### config.mk
export PLATFORM = sky130hd
export DESIGN_NAME = ir_pulse_distance_frame_encoder_core
export DESIGN_NICKNAME = d
export VERILOG_FILES = /design/src/rtl/core/irpd_pkg.sv /design/src/rtl/core/ir_pulse_distance_frame_encoder_core.sv
export SDC_FILE = /design/constraint.sdc
export NUM_CORES = 1
export LEC_CHECK = 0
export BUFFER_PORTS_ARGS = -buffer_cell sky130_fd_sc_hd__buf_2
export CORE_MARGIN = 1.5
export CORE_UTILIZATION = 39
export DETAILED_ROUTE_END_ITERATION = 10
export HOLD_SLACK_MARGIN = 0.05
export PLACE_DENSITY = 0.6
export SYNTH_ARGS = -nofsm -noshare
export SYNTH_HDL_FRONTEND = slang
export SYNTH_SLANG_ARGS = --single-unit
### constraint.sdc
create_clock -name aclk -period 2.4 [get_ports aclk]
set_input_delay 0.48 -clock aclk [delete_from_list [all_inputs] [get_ports aclk]]
set_output_delay 0.48 -clock aclk [all_outputs]
set_load 0.02 [all_outputs]
### src/rtl/core/irpd_pkg.sv
// package for the ir pulse-distance frame encoder core
// register map, reset durations, pulse slot codes and default frame shape
// no dependencies
`timescale 1ns / 1ps
`default_nettype none

package irpd_pkg;

    // default frame shape
    localparam int SECTION_BYTES_DEF = 7;
    localparam int SECTION_COUNT_DEF = 2;

    // config port
    localparam int PADDR_W = 5;
    localparam int PDATA_W = 32;
    localparam int DUR_W   = 16;

    typedef enum logic [2:0] {
        REG_HEADER_MARK   = 3'd0,
        REG_HEADER_SPACE  = 3'd1,
        REG_SECTION_MARK  = 3'd2,
        REG_SECTION_SPACE = 3'd3,
        REG_SECTION_GAP   = 3'd4,
        REG_BIT_MARK      = 3'd5,
        REG_ONE_SPACE     = 3'd6,
        REG_ZERO_SPACE    = 3'd7
    } reg_idx_t;

    localparam logic [DUR_W-1:0] HEADER_MARK_RST   = 16'd690;
    localparam logic [DUR_W-1:0] HEADER_SPACE_RST  = 16'd17844;
    localparam logic [DUR_W-1:0] SECTION_MARK_RST  = 16'd3086;
    localparam logic [DUR_W-1:0] SECTION_SPACE_RST = 16'd8864;
    localparam logic [DUR_W-1:0] SECTION_GAP_RST   = 16'd2886;
    localparam logic [DUR_W-1:0] BIT_MARK_RST      = 16'd586;
    localparam logic [DUR_W-1:0] ONE_SPACE_RST     = 16'd1432;
    localparam logic [DUR_W-1:0] ZERO_SPACE_RST    = 16'd436;

    // pulse program of one byte: even slots are marks, odd slots spaces
    localparam int STEP_W = 5;
    localparam logic [STEP_W-1:0] SLOT_HDR_MARK   = 5'd0;
    localparam logic [STEP_W-1:0] SLOT_HDR_SPACE  = 5'd1;
    localparam logic [STEP_W-1:0] SLOT_SEC_MARK   = 5'd2;
    localparam logic [STEP_W-1:0] SLOT_SEC_SPACE  = 5'd3;
    localparam logic [STEP_W-1:0] SLOT_BIT_FIRST  = 5'd4;
    localparam logic [STEP_W-1:0] SLOT_BIT_LAST   = 5'd19;
    localparam logic [STEP_W-1:0] SLOT_FOOT_MARK  = 5'd20;
    localparam logic [STEP_W-1:0] SLOT_GAP        = 5'd21;

endpackage

`default_nettype wire

### src/rtl/core/ir_pulse_distance_frame_encoder_core.sv
// ir pulse-distance frame encoder: byte in, mark/space duration beats out
// uses irpd_pkg for register map, reset durations and slot codes
// first pulse beat reaches m_valid through the byte register and then the output register
// throughput: one pulse beat per cycle while the receiver takes beats; a byte gives
//   16 to 22 beats, all passing through the single output register; the next
//   byte is taken in the cycle its predecessor's last beat enters the output
//   register
// reset: frame position back to the start of a frame, duration registers to
//   their default values, no beat pending
`timescale 1ns / 1ps
`default_nettype none

module ir_pulse_distance_frame_encoder_core #(
    parameter int SECTION_BYTES = irpd_pkg::SECTION_BYTES_DEF,
    parameter int SECTION_COUNT = irpd_pkg::SECTION_COUNT_DEF
) (
    input  wire logic                         aclk,
    input  wire logic                         aresetn,
    // apb-style config port
    input  wire logic                         psel,
    input  wire logic                         penable,
    input  wire logic                         pwrite,
    input  wire logic [irpd_pkg::PADDR_W-1:0] paddr,
    input  wire logic [irpd_pkg::PDATA_W-1:0] pwdata,
    output logic      [irpd_pkg::PDATA_W-1:0] prdata,
    output logic                              pready,
    // byte input channel
    input  wire logic                         s_valid,
    output logic                              s_ready,
    input  wire logic [7:0]                   s_frame_byte,
    // pulse output channel
    output logic                              m_valid,
    input  wire logic                         m_ready,
    output logic                              m_is_mark,
    output logic      [irpd_pkg::DUR_W-1:0]   m_duration_us,
    output logic                              m_last_of_run,
    output logic                              m_frame_done
);

    localparam int SB_W = (SECTION_BYTES > 1) ? $clog2(SECTION_BYTES) : 1;
    localparam int SC_W = (SECTION_COUNT > 1) ? $clog2(SECTION_COUNT) : 1;
    localparam int DW   = irpd_pkg::DUR_W;
    localparam int SW   = irpd_pkg::STEP_W;

    localparam logic [SB_W-1:0] SB_LAST = SB_W'(SECTION_BYTES - 1);
    localparam logic [SC_W-1:0] SC_LAST = SC_W'(SECTION_COUNT - 1);

    // ---------------------------------------------------------------
    // duration registers
    // ---------------------------------------------------------------
    logic [DW-1:0] hdr_mark_reg;
    logic [DW-1:0] hdr_space_reg;
    logic [DW-1:0] sec_mark_reg;
    logic [DW-1:0] sec_space_reg;
    logic [DW-1:0] sec_gap_reg;
    logic [DW-1:0] bit_mark_reg;
    logic [DW-1:0] one_space_reg;
    logic [DW-1:0] zero_space_reg;

    logic             cfg_write;
    irpd_pkg::reg_idx_t cfg_idx;

    assign pready    = 1'b1;
    assign cfg_write = psel && penable && pwrite && pready;
    assign cfg_idx   = irpd_pkg::reg_idx_t'(paddr[irpd_pkg::PADDR_W-1:2]);

    always_ff @(posedge aclk) begin
        if (!aresetn) begin
            hdr_mark_reg   <= irpd_pkg::HEADER_MARK_RST;
            hdr_space_reg  <= irpd_pkg::HEADER_SPACE_RST;
            sec_mark_reg   <= irpd_pkg::SECTION_MARK_RST;
            sec_space_reg  <= irpd_pkg::SECTION_SPACE_RST;
            sec_gap_reg    <= irpd_pkg::SECTION_GAP_RST;
            bit_mark_reg   <= irpd_pkg::BIT_MARK_RST;
            one_space_reg  <= irpd_pkg::ONE_SPACE_RST;
            zero_space_reg <= irpd_pkg::ZERO_SPACE_RST;
        end else if (cfg_write) begin
            case (cfg_idx)
                irpd_pkg::REG_HEADER_MARK:   hdr_mark_reg   <= pwdata[DW-1:0];
                irpd_pkg::REG_HEADER_SPACE:  hdr_space_reg  <= pwdata[DW-1:0];
                irpd_pkg::REG_SECTION_MARK:  sec_mark_reg   <= pwdata[DW-1:0];
                irpd_pkg::REG_SECTION_SPACE: sec_space_reg  <= pwdata[DW-1:0];
                irpd_pkg::REG_SECTION_GAP:   sec_gap_reg    <= pwdata[DW-1:0];
                irpd_pkg::REG_BIT_MARK:      bit_mark_reg   <= pwdata[DW-1:0];
                irpd_pkg::REG_ONE_SPACE:     one_space_reg  <= pwdata[DW-1:0];
                irpd_pkg::REG_ZERO_SPACE:    zero_space_reg <= pwdata[DW-1:0];
                default: ;
            endcase
        end
    end

    // register readback, zero-extended to the bus width
    always_comb begin
        case (cfg_idx)
            irpd_pkg::REG_HEADER_MARK:   prdata = irpd_pkg::PDATA_W'(hdr_mark_reg);
            irpd_pkg::REG_HEADER_SPACE:  prdata = irpd_pkg::PDATA_W'(hdr_space_reg);
            irpd_pkg::REG_SECTION_MARK:  prdata = irpd_pkg::PDATA_W'(sec_mark_reg);
            irpd_pkg::REG_SECTION_SPACE: prdata = irpd_pkg::PDATA_W'(sec_space_reg);
            irpd_pkg::REG_SECTION_GAP:   prdata = irpd_pkg::PDATA_W'(sec_gap_reg);
            irpd_pkg::REG_BIT_MARK:      prdata = irpd_pkg::PDATA_W'(bit_mark_reg);
            irpd_pkg::REG_ONE_SPACE:     prdata = irpd_pkg::PDATA_W'(one_space_reg);
            irpd_pkg::REG_ZERO_SPACE:    prdata = irpd_pkg::PDATA_W'(zero_space_reg);
            default:                     prdata = '0;
        endcase
    end

    // ---------------------------------------------------------------
    // frame position: byte within section and section within frame
    // ---------------------------------------------------------------
    logic [SB_W-1:0] sec_byte_reg;
    logic [SC_W-1:0] sec_idx_reg;

    logic pos_first_frame;
    logic pos_first_sect;
    logic pos_last_sect;
    logic pos_last_frame;

    assign pos_first_sect  = (sec_byte_reg == '0);
    assign pos_first_frame = pos_first_sect && (sec_idx_reg == '0);
    assign pos_last_sect   = (sec_byte_reg == SB_LAST);
    assign pos_last_frame  = pos_last_sect && (sec_idx_reg == SC_LAST);

    // ---------------------------------------------------------------
    // byte register and slot sequencer
    // ---------------------------------------------------------------
    logic          busy_reg;
    logic [7:0]    byte_reg;
    logic [SW-1:0] step_reg;
    logic [SW-1:0] end_step_reg;
    logic          last_frame_reg;

    logic          out_adv;    // output register free to take a beat
    logic          last_slot;  // current slot is the byte's final beat
    logic          s_accept;
    logic [SW-1:0] start_step;
    logic [SW-1:0] end_step;

    assign out_adv   = !m_valid || m_ready;
    assign last_slot = (step_reg == end_step_reg);
    // new byte may enter while the previous one hands over its last beat
    assign s_ready   = !busy_reg || (out_adv && last_slot);
    assign s_accept  = s_valid && s_ready;

    always_comb begin
        if (pos_first_frame) begin
            start_step = irpd_pkg::SLOT_HDR_MARK;
        end else if (pos_first_sect) begin
            start_step = irpd_pkg::SLOT_SEC_MARK;
        end else begin
            start_step = irpd_pkg::SLOT_BIT_FIRST;
        end
        end_step = pos_last_sect ? irpd_pkg::SLOT_GAP : irpd_pkg::SLOT_BIT_LAST;
    end

    always_ff @(posedge aclk) begin
        if (!aresetn) begin
            busy_reg     <= 1'b0;
            sec_byte_reg <= '0;
            sec_idx_reg  <= '0;
        end else begin
            if (s_accept) begin
                busy_reg <= 1'b1;
                // advance the frame position, wrapping after the last byte
                if (pos_last_sect) begin
                    sec_byte_reg <= '0;
                    sec_idx_reg  <= (sec_idx_reg == SC_LAST) ? '0 : sec_idx_reg + 1'b1;
                end else begin
                    sec_byte_reg <= sec_byte_reg + 1'b1;
                end
            end else if (busy_reg && out_adv && last_slot) begin
                busy_reg <= 1'b0;
            end
        end
    end

    // payload side of the byte register, no reset needed
    always_ff @(posedge aclk) begin
        if (s_accept) begin
            byte_reg       <= s_frame_byte;
            step_reg       <= start_step;
            end_step_reg   <= end_step;
            last_frame_reg <= pos_last_frame;
        end else if (busy_reg && out_adv) begin
            step_reg <= step_reg + 1'b1;
        end
    end

    // ---------------------------------------------------------------
    // slot decode: duration of the current slot
    // ---------------------------------------------------------------
    logic [SW-2:0] pair_idx;
    logic [2:0]    bit_idx;
    logic [DW-1:0] slot_dur;

    // bit slots pair up as (mark, space); pair 2 is bit 0
    assign pair_idx = step_reg[SW-1:1] - (SW-1)'(2);
    assign bit_idx  = pair_idx[2:0];

    always_comb begin
        case (step_reg)
            irpd_pkg::SLOT_HDR_MARK:  slot_dur = hdr_mark_reg;
            irpd_pkg::SLOT_HDR_SPACE: slot_dur = hdr_space_reg;
            irpd_pkg::SLOT_SEC_MARK:  slot_dur = sec_mark_reg;
            irpd_pkg::SLOT_SEC_SPACE: slot_dur = sec_space_reg;
            irpd_pkg::SLOT_FOOT_MARK: slot_dur = bit_mark_reg;
            irpd_pkg::SLOT_GAP:       slot_dur = sec_gap_reg;
            default: begin
                // data bits, lsb first
                if (!step_reg[0]) begin
                    slot_dur = bit_mark_reg;
                end else if (byte_reg[bit_idx]) begin
                    slot_dur = one_space_reg;
                end else begin
                    slot_dur = zero_space_reg;
                end
            end
        endcase
    end

    // ---------------------------------------------------------------
    // output register
    // ---------------------------------------------------------------
    logic          m_valid_reg;
    logic          m_is_mark_reg;
    logic [DW-1:0] m_duration_us_reg;
    logic          m_last_of_run_reg;
    logic          m_frame_done_reg;

    always_ff @(posedge aclk) begin
        if (!aresetn) begin
            m_valid_reg <= 1'b0;
        end else if (out_adv) begin
            m_valid_reg <= busy_reg;
        end
    end

    always_ff @(posedge aclk) begin
        if (out_adv && busy_reg) begin
            m_is_mark_reg     <= !step_reg[0];
            m_duration_us_reg <= slot_dur;
            m_last_of_run_reg <= last_slot;
            m_frame_done_reg  <= last_frame_reg && (step_reg == irpd_pkg::SLOT_GAP);
        end
    end

    assign m_valid       = m_valid_reg;
    assign m_is_mark     = m_is_mark_reg;
    assign m_duration_us = m_duration_us_reg;
    assign m_last_of_run = m_last_of_run_reg;
    assign m_frame_done  = m_frame_done_reg;

    // ---------------------------------------------------------------
    // checks
    // ---------------------------------------------------------------
    a_done_is_last_space : assert property (@(posedge aclk) disable iff (!aresetn)
        m_valid && m_frame_done |-> m_last_of_run && !m_is_mark)
        else $error("frame_done beat is not the closing space of its byte");

    a_step_in_program : assert property (@(posedge aclk) disable iff (!aresetn)
        busy_reg |-> step_reg <= end_step_reg && end_step_reg <= irpd_pkg::SLOT_GAP)
        else $error("slot sequencer ran past the end of the byte program");

    a_handover : assert property (@(posedge aclk) disable iff (!aresetn)
        s_accept && busy_reg |=> m_valid && m_last_of_run)
        else $error("new byte taken before the previous byte's last beat");

    a_frame_wrap : assert property (@(posedge aclk) disable iff (!aresetn)
        s_accept && pos_last_frame |=> sec_byte_reg == '0 && sec_idx_reg == '0)
        else $error("frame position did not wrap after the last byte");

endmodule

`default_nettype wire

==> impl_metrics.yaml <==
yosys:
  synth.ff_latch_count: 169
  yosysWarnings: 0
  synthDistinctLibCells: 64
  synth_async_sr_flop_share_pct: 0
  syn-instance-count: 1050
  synth_flop_cell: "dfxtp_1"
  synthesis.area_um2: 8580
  number_of_enable_type_register_cells_in_the_synthesized_netlist: 35
  synth_sequential_area_ratio_pct: 43.5
  synth_area_per_cell_um2: 8.18
die:
  start_util_pct: 39.6
  rows: 54
  ios: 106
  die_span_x_um: 151
  die_height_um: 151
  fp.coreArea_um2: 21700
  design.die.area_um2: 22900
critical_path:
  path_delay_family: "compound AO/OA/AOI/OAI gates"
  r2r_setup_slack_ps: 3
  crit_path_max_fanout: 18
  cp-end-kind: "flop"
  critPathBufInv: 3
  timing.critical_path.mode_cell: "buf_4"
  worst-endpoint-arrival_ps: 2590
  timing.setup.critical_path_class: "flop to flop"
  cpPeakStageDelay_ps: 460
  worst-r2r-cell-count: 8
  cp_cell_sequence: "buf_4 > ha_1 > buf_12 > a22o_1 > a221oi_1 > o22a_1 > o41ai_1 > buf_4"
  worst_r2r_startpoint: "step_reg[0]"
  category_of_the_worst_setup_path_launch_point: "flop"
  crit-reg2reg-capture: "m_duration_us[3]"
  critPathSlowestCell: "a221oi_1"
  crit_required_ps: 2590
drt:
  detail_route.vias_per_cell: 5.60
  topRoutingLayerUsed: "met4"
  detailroute.via_count: 7964
  routedWlPerCell_um: 19.7
  drcViolationCount: 0
  antenna_violating_nets_left: 0
  m1WireLength_um: 12600
  drt_pass1_iterations: 8
  routed_wirelength_um: 28000
  met2_routed_wirelength_um: 12300
  first_iter_violations: 930
  dr_wl_met3_um: 2890
hold_path:
  hp-class: "primary input to flop"
  hold_wc_startpoint: "s_frame_byte[7]"
  worst_hold_endpoint: "byte_reg[7]"
  holdPathStages: 1
final_layout:
  num_antenna_cells: 0
  area_growth_pct: 19.9
  final_nets: 1188
  layout_cells_sized_above_1_pct: 21.2
cts:
  path_clk_slew_ps: 70
  clockRootBuffer: "clkbuf_16"
  clkSinkCount: 169
  hold_buffers: 0
  htree_levels: 4
  cts_inserted_buffers: 17
  clk_latency_ps: 430
  tritoncts: "done"
  max-clock-path-buffers: 2
sta:
  setup-violations-final: 0
  finClkSkew_ps: 7.26
  layout_setup_ws_ps: 3.21
  setup_total_negative_slack_ps: 0
  period_needed_ps: 2400
  timing.final.hold_violations: 0
  finalCritPeriodShare_pct: 99.9
  max_transition_viols_final: 0
  maxSlewHeadroom_pct: 47.0
  timing_worst_slew_pin_value_ps: 795
  fmax_ghz: 0.417
global_routing:
  first_pass_grt_wire_length_um: 42900
  grt_usage_pct: 25.3
  grt_max_degree: 48
  gr-total-overflow: 0
  grt_pass1_vias: 7244
  antenna_violations_before_repair: 0
status:
  status: "complete, no violations"
power:
  post-layout-total-power_uw: 7540
  power-per-cell-area_nw_per_um2: 733
  vdd.ir_drop.worst_mv: 0.509
  p_leak_uw: 0.00398
job:
  drv_cap: 0
placement:
  finalWeightedCongestion: 0.877
  hpwlAfterDp_um: 19800
  buffer_ports.inserted: 70
  place_ws_ps: -137
[layout make-up]
type	count	area, um2
Multi-Input combinational cell	766	4370
Tap cell	280	350
Timing Repair Buffer	160	1170
Sequential cell	169	3730
Clock inverter	11	148
Fill cell	2124	11400
Inverter	15	56.3
Clock buffer	21	460
[repair_timing]
action,CTS,global route
gates resized for setup,4,10
setup buffers,1,2
pin swaps,1,1
endpoints found under the setup margin,9,18
[synth_stat cells, types with 4 or more instances]
cell type  instances  area (um2)
a22oi_1           11        82.6
nand3_1           53         265
mux4_2             8         180
a222oi_1           8        80.1
a21oi_1          105         526
or2_2              4        25.0
o41ai_1            4        35.0
nor2b_1            8        50.1
mux2i_1           13         130
nand2_1          284        1070
ha_1               7        87.6
a22o_1            15         131
buf_4             18         135
a221oi_1          22         193
buf_2             19        95.1
nand2b_1          12        75.1
o31ai_2            9         113
o22a_1             9        78.8
a211o_1            5        43.8
inv_1             14        52.6
clkbuf_2           5        25.0
edfxtp_1          35        1050
xor2_1             4        35.0
o2bb2ai_1          5        43.8
or3_1              7        43.8
clkbuf_1          65         244
o21ai_0           22         110
mux2_2             9         101
dfxtp_1          134        2680
nor2_1            55         206
nor3_2             4        40.0
nor3_1            17        85.1
nor3b_1           13        97.6
buf_1              6        22.5
[worst max path at each step]
stage / startpoint / slack (ps) / cells after the start / end
final: step_reg[0] / 3 / 8 / m_duration_us[3]
after global routing: step_reg[1] / -1 / 5 / s_ready
after CTS: step_reg[1] / 2 / 5 / s_ready
after detailed placement: step_reg[0] / -140 / 6 / m_duration_us[15]
after global placement: step_reg[0] / -120 / 6 / m_duration_us[15]
after floorplan: step_reg[0] / 5 / 10 / m_duration_us[14]
[worst reg2reg max path: stages, from the launching register on]
cell	delay [ps]
edfxtp_1	420
buf_4	180
ha_1	250
buf_12	180
a22o_1	200
a221oi_1	460
o22a_1	240
o41ai_1	80
buf_4	160
[metal layers]
layer,vias up,GRT usage (%)
met5,-,0
met4,0,6.07
met3,23,5.42
met2,402,37.4
met1,3753,37.2
li1,3786,-
[layout by cell type (no fill, tap or decap), drive strengths merged, types with 8 or more instances in the layout]
cell,n
nand3,53
a221oi,22
nor2,56
buf,160
mux4,9
clkbuf,21
o21ai,22
a22oi,11
edfxtp,35
inv,16
nand2,284
mux2i,14
nor3b,13
conb,17
o31ai,11
a222oi,8
mux2,9
nand2b,12
nor2b,8
nor3,21
a21oi,105
o22a,9
a22o,15
dfxtp,134
[kinds of logic after synthesis]
group	count (synthesis)	synth area share (%)
compound gates	235	18.7
mux	32	5.36
flops	169	43.5
fa+ha+maj	7	1.02
other cells	2	0.0875
buf+inv	130	7.04
xor+xnor	5	0.510
simple gates	470	23.8
[power by group]
group          switching (uW)  leakage, uW  total (uW)  internal, uW
Clock                    1150     0.000297        2850          1700
Sequential               44.9      0.00142        3070          3030
Combinational             979      0.00226        1620           644
Total                    2170      0.00398        7540          5370
[through the flow]
stage	hold slack (ps)	utilization, %	instances	cell area [um2]
after floorplan	441	-	1065	8650
after global placement	454	44.2	1387	9590
after detailed placement	461	44.2	1387	9590
after CTS	212	47.2	1420	10200
after global routing	213	47.4	1422	10300
final	229	47.4	1422	10300
No activity file was read; power rests on OpenSTA's default activity.
